===== config.mk =====
export PLATFORM = sky130hd
export DESIGN_NAME = key_debounce_long_press
export DESIGN_NICKNAME = d
export VERILOG_FILES = /design/src/kdlp_pkg.sv /design/src/kdlp_lane.sv /design/src/kdlp_merge.sv /design/src/key_debounce_long_press.sv
export VERILOG_INCLUDE_DIRS = /design/src /design/src/src
export SDC_FILE = /design/constraint.sdc
export NUM_CORES = 1
export LEC_CHECK = 0
export BUFFER_PORTS_ARGS = -buffer_cell sky130_fd_sc_hd__buf_2
export CORE_MARGIN = 2
export CORE_UTILIZATION = 54
export CTS_CLUSTER_SIZE = 25
export DETAILED_ROUTE_END_ITERATION = 7
export MAX_ROUTING_LAYER = met4
export PLACE_DENSITY = 0.69
export RECOVER_POWER = 50
export SLEW_MARGIN = 20
export SYNTH_ARGS = -nofsm -noshare
export SYNTH_HDL_FRONTEND = slang
export SYNTH_SLANG_ARGS = --single-unit

===== constraint.sdc =====
create_clock -name clk_i -period 13.2 [get_ports clk_i]
set_clock_uncertainty 0.2 [all_clocks]
set_input_delay 3.96 -clock clk_i [delete_from_list [all_inputs] [get_ports clk_i]]
set_output_delay 3.96 -clock clk_i [all_outputs]
set_load 0.01 [all_outputs]

===== src/key_debounce_long_press_assert.svh =====
// Assertion macros shared by the key debounce RTL.
// Needs clk_i and rst_ni in the scope of the module that uses them.
`ifndef KEY_DEBOUNCE_LONG_PRESS_ASSERT_SVH
`define KEY_DEBOUNCE_LONG_PRESS_ASSERT_SVH

// Checks a property in the same cycle, outside of reset.
`define KDLP_ASSERT_NOW(lbl, ante, cons) \
  lbl: assert property (@(posedge clk_i) disable iff (!rst_ni) (ante) |-> (cons)) \
    else $error("key debounce check failed");

// Checks a property in the cycle after its trigger, outside of reset.
`define KDLP_ASSERT_NEXT(lbl, ante, cons) \
  lbl: assert property (@(posedge clk_i) disable iff (!rst_ni) (ante) |=> (cons)) \
    else $error("key debounce check failed");

`endif


===== src/kdlp_pkg.sv =====
// Shared types and constants of the key debounce and long-press block.
// No dependencies; used by every RTL module of the block.
`default_nettype none

package kdlp_pkg;

  // Number of keys, one lane each.
  localparam int unsigned NumKeys = 4;

  localparam int unsigned TimerW = 16;
  localparam int unsigned IncW   = 10;
  localparam int unsigned CfgIdxW  = 2;
  localparam int unsigned CfgDataW = 16;

  // Configuration register indexes.
  localparam logic [CfgIdxW-1:0] CFG_DEBOUNCE   = 2'd0;
  localparam logic [CfgIdxW-1:0] CFG_LONG_PRESS = 2'd1;
  localparam logic [CfgIdxW-1:0] CFG_ACTIVE_LOW = 2'd2;
  localparam logic [CfgIdxW-1:0] CFG_TICK_INC   = 2'd3;

  // Per-key event codes.
  typedef enum logic [1:0] {
    EV_NONE    = 2'd0,
    EV_PRESS   = 2'd1,
    EV_LONG    = 2'd2,
    EV_RELEASE = 2'd3
  } key_ev_e;

  // Configuration seen by every lane.
  typedef struct packed {
    logic [TimerW-1:0] debounce_time;
    logic [TimerW-1:0] long_press_time;
    logic              active_low;
    logic [IncW-1:0]   tick_increment;
  } kdlp_cfg_t;

  // Events of all lanes for one beat.
  typedef key_ev_e [NumKeys-1:0] key_ev_vec_t;

endpackage

`default_nettype wire


===== src/kdlp_lane.sv =====
// One key lane: six-phase debounce machine with a saturating timer.
// Depends on kdlp_pkg and the assertion macro header.
`default_nettype none
`include "key_debounce_long_press_assert.svh"

module kdlp_lane import kdlp_pkg::*; (
  input  wire logic       clk_i,
  input  wire logic       rst_ni,
  input  wire logic       en_i,
  input  wire logic       level_i,
  input  wire kdlp_cfg_t  cfg_i,
  output key_ev_e         ev_o
);

  // Phase codes.
  localparam logic [2:0] PH_IDLE     = 3'd0;
  localparam logic [2:0] PH_DOWN     = 3'd1;
  localparam logic [2:0] PH_LONG     = 3'd2;
  localparam logic [2:0] PH_BOUNCE   = 3'd3;
  localparam logic [2:0] PH_REL_DOWN = 3'd4;
  localparam logic [2:0] PH_REL_LONG = 3'd5;

  logic [2:0]        phase_q, phase_d;
  logic [TimerW-1:0] timer_q, timer_d;
  logic [TimerW:0]   sum;
  logic [TimerW-1:0] adv;
  logic              pressed;
  key_ev_e           ev;

  // Level polarity.
  assign pressed = level_i ^ cfg_i.active_low;

  // Saturating timer advance.
  assign sum = {1'b0, timer_q} + {{(TimerW + 1 - IncW){1'b0}}, cfg_i.tick_increment};
  assign adv = sum[TimerW] ? {TimerW{1'b1}} : sum[TimerW-1:0];

  // Next phase, timer and event.
  always_comb begin
    phase_d = phase_q;
    timer_d = timer_q;
    ev      = EV_NONE;
    if (pressed) begin
      case (phase_q)
        PH_BOUNCE: begin
          timer_d = adv;
          if (adv >= cfg_i.debounce_time) begin
            phase_d = PH_DOWN;
            ev      = EV_PRESS;
          end
        end
        PH_DOWN: begin
          timer_d = adv;
          if (adv >= cfg_i.long_press_time) begin
            phase_d = PH_LONG;
            ev      = EV_LONG;
          end
        end
        PH_LONG: begin
        end
        PH_REL_DOWN: begin
          phase_d = PH_DOWN;
          timer_d = '0;
        end
        PH_REL_LONG: begin
          phase_d = PH_LONG;
          timer_d = '0;
        end
        default: begin
          phase_d = PH_BOUNCE;
          timer_d = '0;
        end
      endcase
    end else begin
      case (phase_q)
        PH_BOUNCE: begin
          phase_d = PH_IDLE;
          timer_d = '0;
        end
        PH_DOWN: begin
          phase_d = PH_REL_DOWN;
          timer_d = '0;
        end
        PH_LONG: begin
          phase_d = PH_REL_LONG;
          timer_d = '0;
        end
        PH_REL_DOWN, PH_REL_LONG: begin
          timer_d = adv;
          if (adv >= cfg_i.debounce_time) begin
            phase_d = PH_IDLE;
            timer_d = '0;
            ev      = EV_RELEASE;
          end
        end
        default: begin
          phase_d = PH_IDLE;
        end
      endcase
    end
  end

  // State advances once per accepted beat.
  always_ff @(posedge clk_i or negedge rst_ni) begin
    if (!rst_ni) begin
      phase_q <= PH_IDLE;
      timer_q <= '0;
    end else if (en_i) begin
      phase_q <= phase_d;
      timer_q <= timer_d;
    end
  end

  assign ev_o = ev;

  `KDLP_ASSERT_NOW(a_idle_timer_clear, phase_q == PH_IDLE, timer_q == '0)
  `KDLP_ASSERT_NEXT(a_press_to_down, en_i && ev == EV_PRESS, phase_q == PH_DOWN)
  `KDLP_ASSERT_NEXT(a_release_to_idle, en_i && ev == EV_RELEASE,
                    phase_q == PH_IDLE && timer_q == '0)

endmodule

`default_nettype wire


===== src/kdlp_merge.sv =====
// Merge stage: gathers the lane events of one beat into the output register.
// Depends on kdlp_pkg and the assertion macro header.
`default_nettype none
`include "key_debounce_long_press_assert.svh"

module kdlp_merge import kdlp_pkg::*; (
  input  wire logic        clk_i,
  input  wire logic        rst_ni,
  input  wire logic        in_valid_i,
  output logic             in_stall_o,
  input  wire key_ev_vec_t lane_ev_i,
  output logic             out_valid_o,
  input  wire logic        out_stall_i,
  output key_ev_vec_t      out_ev_o
);

  logic        valid_q, valid_d;
  key_ev_vec_t ev_q;
  logic        take;

  // A new beat enters whenever the held result is gone or leaves this cycle.
  assign in_stall_o = valid_q && out_stall_i;
  assign take       = in_valid_i && !in_stall_o;
  assign valid_d    = take || (valid_q && out_stall_i);

  always_ff @(posedge clk_i or negedge rst_ni) begin
    if (!rst_ni) begin
      valid_q <= 1'b0;
    end else begin
      valid_q <= valid_d;
    end
  end

  // Result payload.
  always_ff @(posedge clk_i) begin
    if (take) begin
      ev_q <= lane_ev_i;
    end
  end

  assign out_valid_o = valid_q;
  assign out_ev_o    = ev_q;

  `KDLP_ASSERT_NEXT(a_take_gives_valid, take, valid_q)
  `KDLP_ASSERT_NEXT(a_idle_drains, !take && !(valid_q && out_stall_i), !valid_q)
  `KDLP_ASSERT_NEXT(a_stall_holds, valid_q && out_stall_i, valid_q && $stable(ev_q))

endmodule

`default_nettype wire


===== src/key_debounce_long_press.sv =====
// Top level of the four-key debounce and long-press detector.
// Depends on kdlp_pkg, kdlp_lane and kdlp_merge.
//
//  channel   direction  handshake               payload
//  input     in         in_valid_i / in_stall_o   key_levels_i[3:0]
//  result    out        out_valid_o / out_stall_i key0..key3_event_o[1:0]
//  config    in         cfg_we_i                  cfg_idx_i, cfg_data_i
//
// One beat per cycle while the input is not stalled: every key has its own lane, so all keys update together.
// A result appears in the output register in the cycle after its input beat is accepted.
// Input stalls only while that register is full and the output is stalled.
// Reset puts every key in idle with a zero timer and loads the default setup.
`default_nettype none

module key_debounce_long_press import kdlp_pkg::*; (
  input  wire logic                clk_i,
  input  wire logic                rst_ni,
  input  wire logic                cfg_we_i,
  input  wire logic [CfgIdxW-1:0]  cfg_idx_i,
  input  wire logic [CfgDataW-1:0] cfg_data_i,
  input  wire logic                in_valid_i,
  output logic                     in_stall_o,
  input  wire logic [NumKeys-1:0]  key_levels_i,
  output logic                     out_valid_o,
  input  wire logic                out_stall_i,
  output logic [1:0]               key0_event_o,
  output logic [1:0]               key1_event_o,
  output logic [1:0]               key2_event_o,
  output logic [1:0]               key3_event_o
);

  kdlp_cfg_t   cfg_q;
  key_ev_vec_t lane_ev;
  key_ev_vec_t out_ev;
  logic        accept;

  // Configuration registers.
  always_ff @(posedge clk_i or negedge rst_ni) begin
    if (!rst_ni) begin
      cfg_q.debounce_time   <= 16'd6;
      cfg_q.long_press_time <= 16'd1000;
      cfg_q.active_low      <= 1'b1;
      cfg_q.tick_increment  <= 10'd10;
    end else if (cfg_we_i) begin
      case (cfg_idx_i)
        CFG_DEBOUNCE:   cfg_q.debounce_time   <= cfg_data_i;
        CFG_LONG_PRESS: cfg_q.long_press_time <= cfg_data_i;
        CFG_ACTIVE_LOW: cfg_q.active_low      <= cfg_data_i[0];
        CFG_TICK_INC:   cfg_q.tick_increment  <= cfg_data_i[IncW-1:0];
        default: begin
        end
      endcase
    end
  end

  assign accept = in_valid_i && !in_stall_o;

  // One lane per key.
  for (genvar k = 0; k < NumKeys; k++) begin : g_lane
    kdlp_lane u_lane (
      .clk_i   (clk_i),
      .rst_ni  (rst_ni),
      .en_i    (accept),
      .level_i (key_levels_i[k]),
      .cfg_i   (cfg_q),
      .ev_o    (lane_ev[k])
    );
  end

  kdlp_merge u_merge (
    .clk_i       (clk_i),
    .rst_ni      (rst_ni),
    .in_valid_i  (in_valid_i),
    .in_stall_o  (in_stall_o),
    .lane_ev_i   (lane_ev),
    .out_valid_o (out_valid_o),
    .out_stall_i (out_stall_i),
    .out_ev_o    (out_ev)
  );

  assign key0_event_o = out_ev[0];
  assign key1_event_o = out_ev[1];
  assign key2_event_o = out_ev[2];
  assign key3_event_o = out_ev[3];

endmodule

`default_nettype wire


# Word-level counts from Yosys, hierarchy flattened

Index checks and enable logic that the tools add are counted.

Register bits after elaboration: 128
Bits of input ports: 27

Equality and inequality tests: 39
Reductions and logical operators: 33
$add $sub $neg: 4
Bitwise logic cells: 4
Magnitude comparators: 8
Multiplexer cells: 68

Operators with widths:

| cell               | number |
|---|---|
| $pmux 16 s2        | 8 |
| $mux 16            | 12 |
| $ge 16x16->1       | 8 |
| $add 16x10->17     | 4 |
| $pmux 3 s5         | 4 |
| $mux 3             | 16 |
| $pmux 3 s3         | 4 |
| $mux 2             | 16 |
| $eq 3x2->1 const B | 8 |
| $eq 3x3->1 const B | 8 |
| $ne 3x3->1 const B | 8 |
| $reduce_and 5->1   | 4 |
| $pmux 2 s2         | 4 |
| $reduce_or 2->1    | 8 |
| $eq 3x1->1 const B | 4 |
| $ne 3x1->1 const B | 4 |
| $reduce_and 3->1   | 4 |
| $reduce_bool 3->1  | 4 |
| $reduce_or 3->1    | 4 |
| $ne 2x2->1 const B | 4 |
| $reduce_and 2->1   | 4 |
| $eq 2x2->1 const B | 2 |
| $mux 1             | 4 |
| $xor 1x1->1        | 4 |
| 5 further kinds    | 6 |

# Depth between registers and ports, before layout

Gate-level depths: netlist of the first run.

Word-level depth: 6
Mapped depth: 19
Mapped depth without buffers: 17

# Hierarchy

Synthesis of the first run repeated with hierarchy kept, for this count alone.

Cells, all modules: 1350
Area, all modules: 11912.7 um2

By module, submodules not included:

| module                           | times used | cells each | area an instance (um2) | seq. area each (um2) |
|---|---|---|---|---|
| kdlp_lane (g_lane[1].u_lane ...) | 2          | 316        | 2531.2                 | 475.5 |
| kdlp_lane (g_lane[3].u_lane)     | 1          | 322        | 2482.4                 | 475.5 |
| kdlp_lane (g_lane[0].u_lane)     | 1          | 291        | 2424.8                 | 475.5 |
| key_debounce_long_press          | 1          | 93         | 1652.8                 | 1089.8 |
| kdlp_merge                       | 1          | 12         | 290.3                  | 265.3 |

# Worst setup path after synthesis of the first run

Ideal clock, no wire load.

Path type: input to output
Start: input out_stall_i
End: output in_stall_o
Stages: 2
Path buffers: 0
Setup slack: 4933 ps
Data arrival time: 4107 ps
Cells stage by stage: nand2_1 inv_1

Longest elaborated chain between the ends: 1

RTL lines:

| item              | RTL line                      | RTL |
|---|---|---|
| start, declared   | key_debounce_long_press.sv:25 | `input wire logic out_stall_i,` |
| $logic_and 1x1->1 | kdlp_merge.sv:22              | `assign in_stall_o = valid_q && out_stall_i;` |
| end, declared     | key_debounce_long_press.sv:22 | `output logic in_stall_o,` |

Every way passes these cells.

# Worst setup path in the final report of the first run

Ends and elaborated chain as after synthesis.

==> results of run 1 <==
==> registers in the layout, summed over array words and instances, names as in the netlist <==
name	cells
g_lane.u_lane.phase_q	12
cfg_q	43
g_lane.u_lane.timer_q	64
u_merge.out_valid_o	1
u_merge.out_ev_o	8
==> stage by stage <==
stage | hold WS (ns) | cell area (µm²) | total power, mW | utilization [%]
CTS | 0.284 | 11900 | 2.59 | 59.4
global route | 0.305 | 11900 | 2.84 | 59.2
detailed placement | 0.265 | 11400 | 2.12 | 56.6
global placement | 0.259 | 11400 | 2.07 | 56.6
floorplan | 0.243 | 11000 | 1.75 | -
finish | 0.280 | 11900 | 2.60 | 59.2
==> kinds of logic after synthesis <==
logic type               count (synthesis)  synth area share, %
AO/OA/AOI/OAI                          385                 23.2
XOR/XNOR                                43                 3.50
adder cells (fa/ha/maj)                172                 19.9
buffers and inverters                   95                 3.58
flip-flops                             128                 29.7
multiplexers                            36                 3.64
AND/OR/NAND/NOR                        376                 16.5
==> cells in the final DEF (no fill, tap or decap), types with 24 or more instances in the layout <==
master	n
inv_1	56
nand3_1	39
a21oi_1	101
dfrtp_1	109
a21o_1	26
nor2_1	86
nand2_1	112
xnor2_1	28
nor3_1	28
o21ai_0	82
a211oi_1	29
ha_1	168
mux2_2	31
buf_2	24
==> worst max-delay path, cell delays in order <==
cell	delay [ns]
buf_2	0.10
nand2_1	0.09
inv_1	0.05
buf_2	0.13
==> path summary, 6_finish.rpt <==
kind / slack (ns) / cells after the start / from / endpoint
min in group asynchronous: 3.97 / 1 / rst_ni / g_lane[2].u_lane.phase_q[2]$_DFFE_PN0P_
worst max register to register: 7.22 / 16 / cfg_q[0]$_DFFE_PN0P_ / g_lane[2].u_lane.timer_q[6]$_DFFE_PN0P_
worst min-delay path: 0.28 / 1 / g_lane[1].u_lane.timer_q[8]$_DFFE_PN0P_ / g_lane[1].u_lane.timer_q[8]$_DFFE_PN0P_
max in group asynchronous: 5.55 / 3 / rst_ni / g_lane[0].u_lane.timer_q[1]$_DFFE_PN0P_
worst max-delay path: 4.72 / 4 / out_stall_i / in_stall_o
worst min register to register: 0.28 / 1 / g_lane[1].u_lane.timer_q[8]$_DFFE_PN0P_ / g_lane[1].u_lane.timer_q[8]$_DFFE_PN0P_
==> layer usage <==
layer  share of wire (%)  wire length, µm  vias up  GRT usage, %
li1                    -                -     4647             -
met1                  49            13700     4428          38.1
met2                  45            12700      214          42.3
met3                 4.2             1170       33          4.31
met4                 1.5              427        0          6.55
met5                   0                0        -             -
==> power breakdown <==
group          internal [mW]  leakage [nW]  total [mW]  switching, mW
Sequential             0.499          1.60       0.618          0.119
Clock                  0.278         0.272       0.464          0.186
Combinational          0.631          3.70        1.52          0.889
Total                   1.41          5.57        2.60           1.19
==> final cells by class <==
type / instances / area (µm²)
Timing Repair Buffer: 44 / 214
Tap cell: 270 / 338
Sequential cell: 128 / 3260
Multi-Input combinational cell: 1012 / 7320
Inverter: 56 / 210
Clock inverter: 9 / 81.3
Fill cell: 1756 / 8200
Clock buffer: 23 / 488
==> metrics.csv, run 1 <==
metric;value;unit
slew at the pin closest to its max-slew limit;2.24;ns
Max-cap violations;2;
worst-skew pair later-pin latency;0.44;ns
highest attainable clock frequency;118;MHz
Max Fanout on Critical Path;3;
# diodes;0;
share of the synthesized area in the top cell type;24.9;%
violations in the final reports;max-capacitance violations, max-slew violations;
Sink Count;128;
post-synthesis to final-layout area growth;8.48;%
number of global-route vias before repair;8580;
post-DR vias/cell;6.05;
netlist area before placement;11000;µm²
floorplan die area;21500;µm²
main area contributors after synthesis;dfrtp_1, ha_1, a21oi_1;
cell with the most instances after synthesis;ha_1;
DP HPWL;21.3;mm
Iteration-0 DRC Markers;700;
initial antenna violation count;0;
aggregate global routing overflow;0;
share of the yosys chip area belonging to registers;29.7;%
vias after detailed routing;9322;
Final Hold Viols;0;
CP Class;in -> out;
total track usage;27.4;%
Worst VDD drop;124;µV
share of synthesized flip-flops with an asynchronous set or reset;93.8;%
largest net degree at the start of global routing;43;
number of top-level pins;37;
leading post-synthesis cells by instance count;ha_1, nand2_1, dfrtp_1;
number of buffers created by CTS;17;
power density relative to cell area;218;nW/µm²
total of hold buffers inserted after clock tree synthesis;0;
synthesized area per cell;8.89;µm²
Die Height;147;µm
number of instances in the synthesized netlist;1235;
startpoint kind of the worst setup timing path;input pin;
count of endpoints failing setup in the final report;0;
Slew Limit Fails;82;
overall die width;147;µm
capturing element type of the critical path;output port;
Yosys reg bits;128;
Placed Cells incl. Taps;1510;
Tmin final;8.48;ns
per-cell routed wire length;18.1;µm
worst hold path class;reg -> reg;
RSZ-0062 raised after global routing;no;
Pre-antenna DRT Iters;5;
fraction of layout cells with a size suffix above 1;10.4;%
fin crit share;64.2;%
number of instances resized during post-cts repair;0;
result of the run;finished with violations;
Critical Path RT;9.04;ns
leakage power figure;5.57;nW
global-route wire length before repair;45.3;mm
number of nets with antenna violations after routing;0;
row count;52;
buffer depth of the longest clock path;2;
setup TNS after final layout;0;ns
distinct cell type count after synthesis;73;
total detailed-routing wirelength;28.0;mm
Yosys top cell by area;dfrtp_1;
data arrival time of the worst path;4.32;ns
clock slew at reported path FFs;0.06;ns
number of enable flip-flop cells after synthesis;8;
number of buffers added for setup after CTS;0;
root buf cell;clkbuf_16;
number of warning messages in the yosys log;0;
pre-CTS WS;4.72;ns
fin nets;1458;
detailed-route DRC error count;0;
placeable core area;20100;µm²
syn nets;1434;
Initial Util;54.6;%
final critical-path setup slack;4.72;ns
final RePlAce weighted congestion;0.868;
count of input and output buffers;36;
most common flop cell mapped by yosys;dfrtp_1;
final non-filler cell total;1542;
TritonCTS clock tree;built;
max_slew headroom;-49.2;%
H-tree Lvls;4;
(Power assumes the default switching activity.)
==> inputs of run 2 (changes only) <==
Settings changed: PLACE_DENSITY 0.69 to 0.72.
Clock period 13.2 ns to 7.6 ns, I/O delays scaled along.
==> run 2 against run 1 <==
  * The flow still finishes with violations (max-capacitance violations, max-slew violations)
  * Sequential cell count unchanged
  * Highest routed layer unchanged
  * Critical path type is now reg -> reg
  * Hold slack gained 0.0032 ns
  * Register-to-register slack got worse by 5.2 ns
  * Total power up 78%
  * Utilization is 0.37 points higher
==> metrics.csv, run 2 (synthesis gave the netlist of run 1 again) <==
metric;value;unit
largest registers ranked by flip-flop count;g_lane.u_lane.timer_q x64, cfg_q x43, g_lane.u_lane.phase_q x12;
worst hold path class;reg -> reg;
violations in the final reports;max-capacitance violations, max-slew violations;
most frequent cells in the layout;ha_1, nand2_1, dfrtp_1;
total track usage;28.4;%
total power;4.62;mW
fraction of layout cells with a size suffix above 1;11.3;%
Worst VDD drop;181;µV
Pre-antenna DRT Iters;5;
per-cell routed wire length;18.6;µm
slew at the pin closest to its max-slew limit;2.48;ns
row count;52;
initial antenna violation count;0;
number of buffers added for setup after CTS;0;
setup TNS after final layout;0;ns
Post-DP Area;11400;µm²
Iteration-0 DRC Markers;742;
RSZ-0062 raised after global routing;no;
post-DR vias/cell;6.16;
clock slew at reported path FFs;0.06;ns
count of endpoints failing setup in the final report;0;
Placed Cells incl. Taps;1509;
vias after detailed routing;9490;
highest attainable clock frequency;181;MHz
Hold Path End;g_lane[1].u_lane.timer_q[0]$_DFFE_PN0P_;
placeable core area;20100;µm²
post-synthesis to final-layout area growth;9.15;%
total of hold buffers inserted after clock tree synthesis;0;
number of global-route vias before repair;9052;
RR Endpoint;g_lane[2].u_lane.timer_q[3]$_DFFE_PN0P_;
number of nets with antenna violations after routing;0;
result of the run;finished with violations;
Max-cap violations;1;
startpoint kind of the worst setup timing path;flop;
Die Height;147;µm
fraction of the core area covered by cells at the end of the flow;59.6;%
largest register by flop count;g_lane.u_lane.timer_q;
sequence of cells on the critical path;ha_1 > fa_1 > a211oi_1 > nor2_1 > o21ai_1 > o21ai_2 > nand3_1 > o21ai_0 > ha_1 > a211oi_1 > o21ai_0 > a21oi_1 > o21ai_1 > o31ai_2 > and2_0 > a22o_1;
root buf cell;clkbuf_16;
# diodes;0;
most common library cell in the layout ignoring fill and taps;ha_1;
overall die width;147;µm
Slew Limit Fails;43;
DP HPWL;21.5;mm
Tmin final;5.54;ns
global-route wire length before repair;47.2;mm
data arrival time of the worst path;5.69;ns
worst hold path depth;2;
power density relative to cell area;386;nW/µm²
number of instances resized during post-cts repair;0;
Max Fanout on Critical Path;11;
number of flip-flops in the largest register;64;
max_slew headroom;-65.5;%
largest net degree at the start of global routing;80;
fin crit share;72.8;%
standard cell with the maximum stage delay on the critical path;o31ai_2;
final non-filler cell total;1541;
total detailed-routing wirelength;28.7;mm
startpoint of the tightest hold check path;g_lane[1].u_lane.timer_q[0]$_DFFE_PN0P_;
CP Class;reg -> reg;
summed area of non-filler cells in the final layout;12000;µm²
fin nets;1457;
floorplan die area;21500;µm²
buffer depth of the longest clock path;2;
capturing element type of the critical path;flop;
Final Hold Viols;0;
Critical Path RT;7.75;ns
number of buffers created by CTS;17;
longest individual stage delay on the worst path;0.55;ns
aggregate global routing overflow;0;
Initial Util;54.6;%
number of top-level pins;37;
startpoint of the worst-slack reg-to-reg timing path;cfg_q[0]$_DFFE_PN0P_;
worst setup slack for register-to-register paths;2.06;ns
Sink Count;128;
detailed-route DRC error count;0;
reg2reg path depth;16;
final RePlAce weighted congestion;0.913;
worst-skew pair later-pin latency;0.42;ns
leakage power figure;5.63;nW
TritonCTS clock tree;built;
H-tree Lvls;4;
count of input and output buffers;36;
==> run 2: layout make-up <==
type	count	area [µm²]
clock buffer	19	433
timing repair buffer	43	229
tap	270	338
fill	1699	8120
clock inverter	13	188
multi-input combinational	1012	7330
inverter	56	210
sequential	128	3260
==> run 2: how the worst max path moves through the flow <==
stage	from	end	cells past startpoint
after floorplan	out_stall_i	in_stall_o	2
after global placement	cfg_q[0]$_DFFE_PN0P_	g_lane[2].u_lane.timer_q[3]$_DFFE_PN0P_	16
after detailed placement	cfg_q[0]$_DFFE_PN0P_	g_lane[2].u_lane.timer_q[3]$_DFFE_PN0P_	16
after CTS	cfg_q[0]$_DFFE_PN0P_	g_lane[2].u_lane.timer_q[3]$_DFFE_PN0P_	16
after global routing	cfg_q[0]$_DFFE_PN0P_	g_lane[2].u_lane.timer_q[3]$_DFFE_PN0P_	16
final	cfg_q[0]$_DFFE_PN0P_	g_lane[2].u_lane.timer_q[3]$_DFFE_PN0P_	16
==> run 2: layer usage <==
layer,part of all wire [%],up-vias,global-route usage [%]
met4,2.8,0,10.1
met2,46,273,44.0
li1,-,4643,-
met1,47,4525,37.9
met3,4.6,49,4.56
met5,0,-,-
==> run 2: critical path: cells and delay by family, from the launching register on <==
kind | cells | cell delay [ns]
fa+ha+maj | 3 | 1.02
simple gates | 3 | 1.01
flops | 1 | 0.46
compound gates | 10 | 2.77
==> run 2: through the flow <==
stage,hold slack [ns],setup slack [ns]
6_report,0.283,2.06
5_1_grt,0.305,1.67
4_1_cts,0.287,2.12
3_5_place_dp,0.264,2.25
3_3_place_gp,0.265,2.37
2_1_floorplan,0.243,2.69
==> run 2: power by group <==
part / internal, mW / total (mW) / switching [mW] / leakage (nW)
Sequential: 0.866 / 1.08 / 0.216 / 1.60
Clock: 0.550 / 0.881 / 0.331 / 0.294
Combinational: 1.10 / 2.66 / 1.56 / 3.73
Total: 2.52 / 4.62 / 2.11 / 5.63
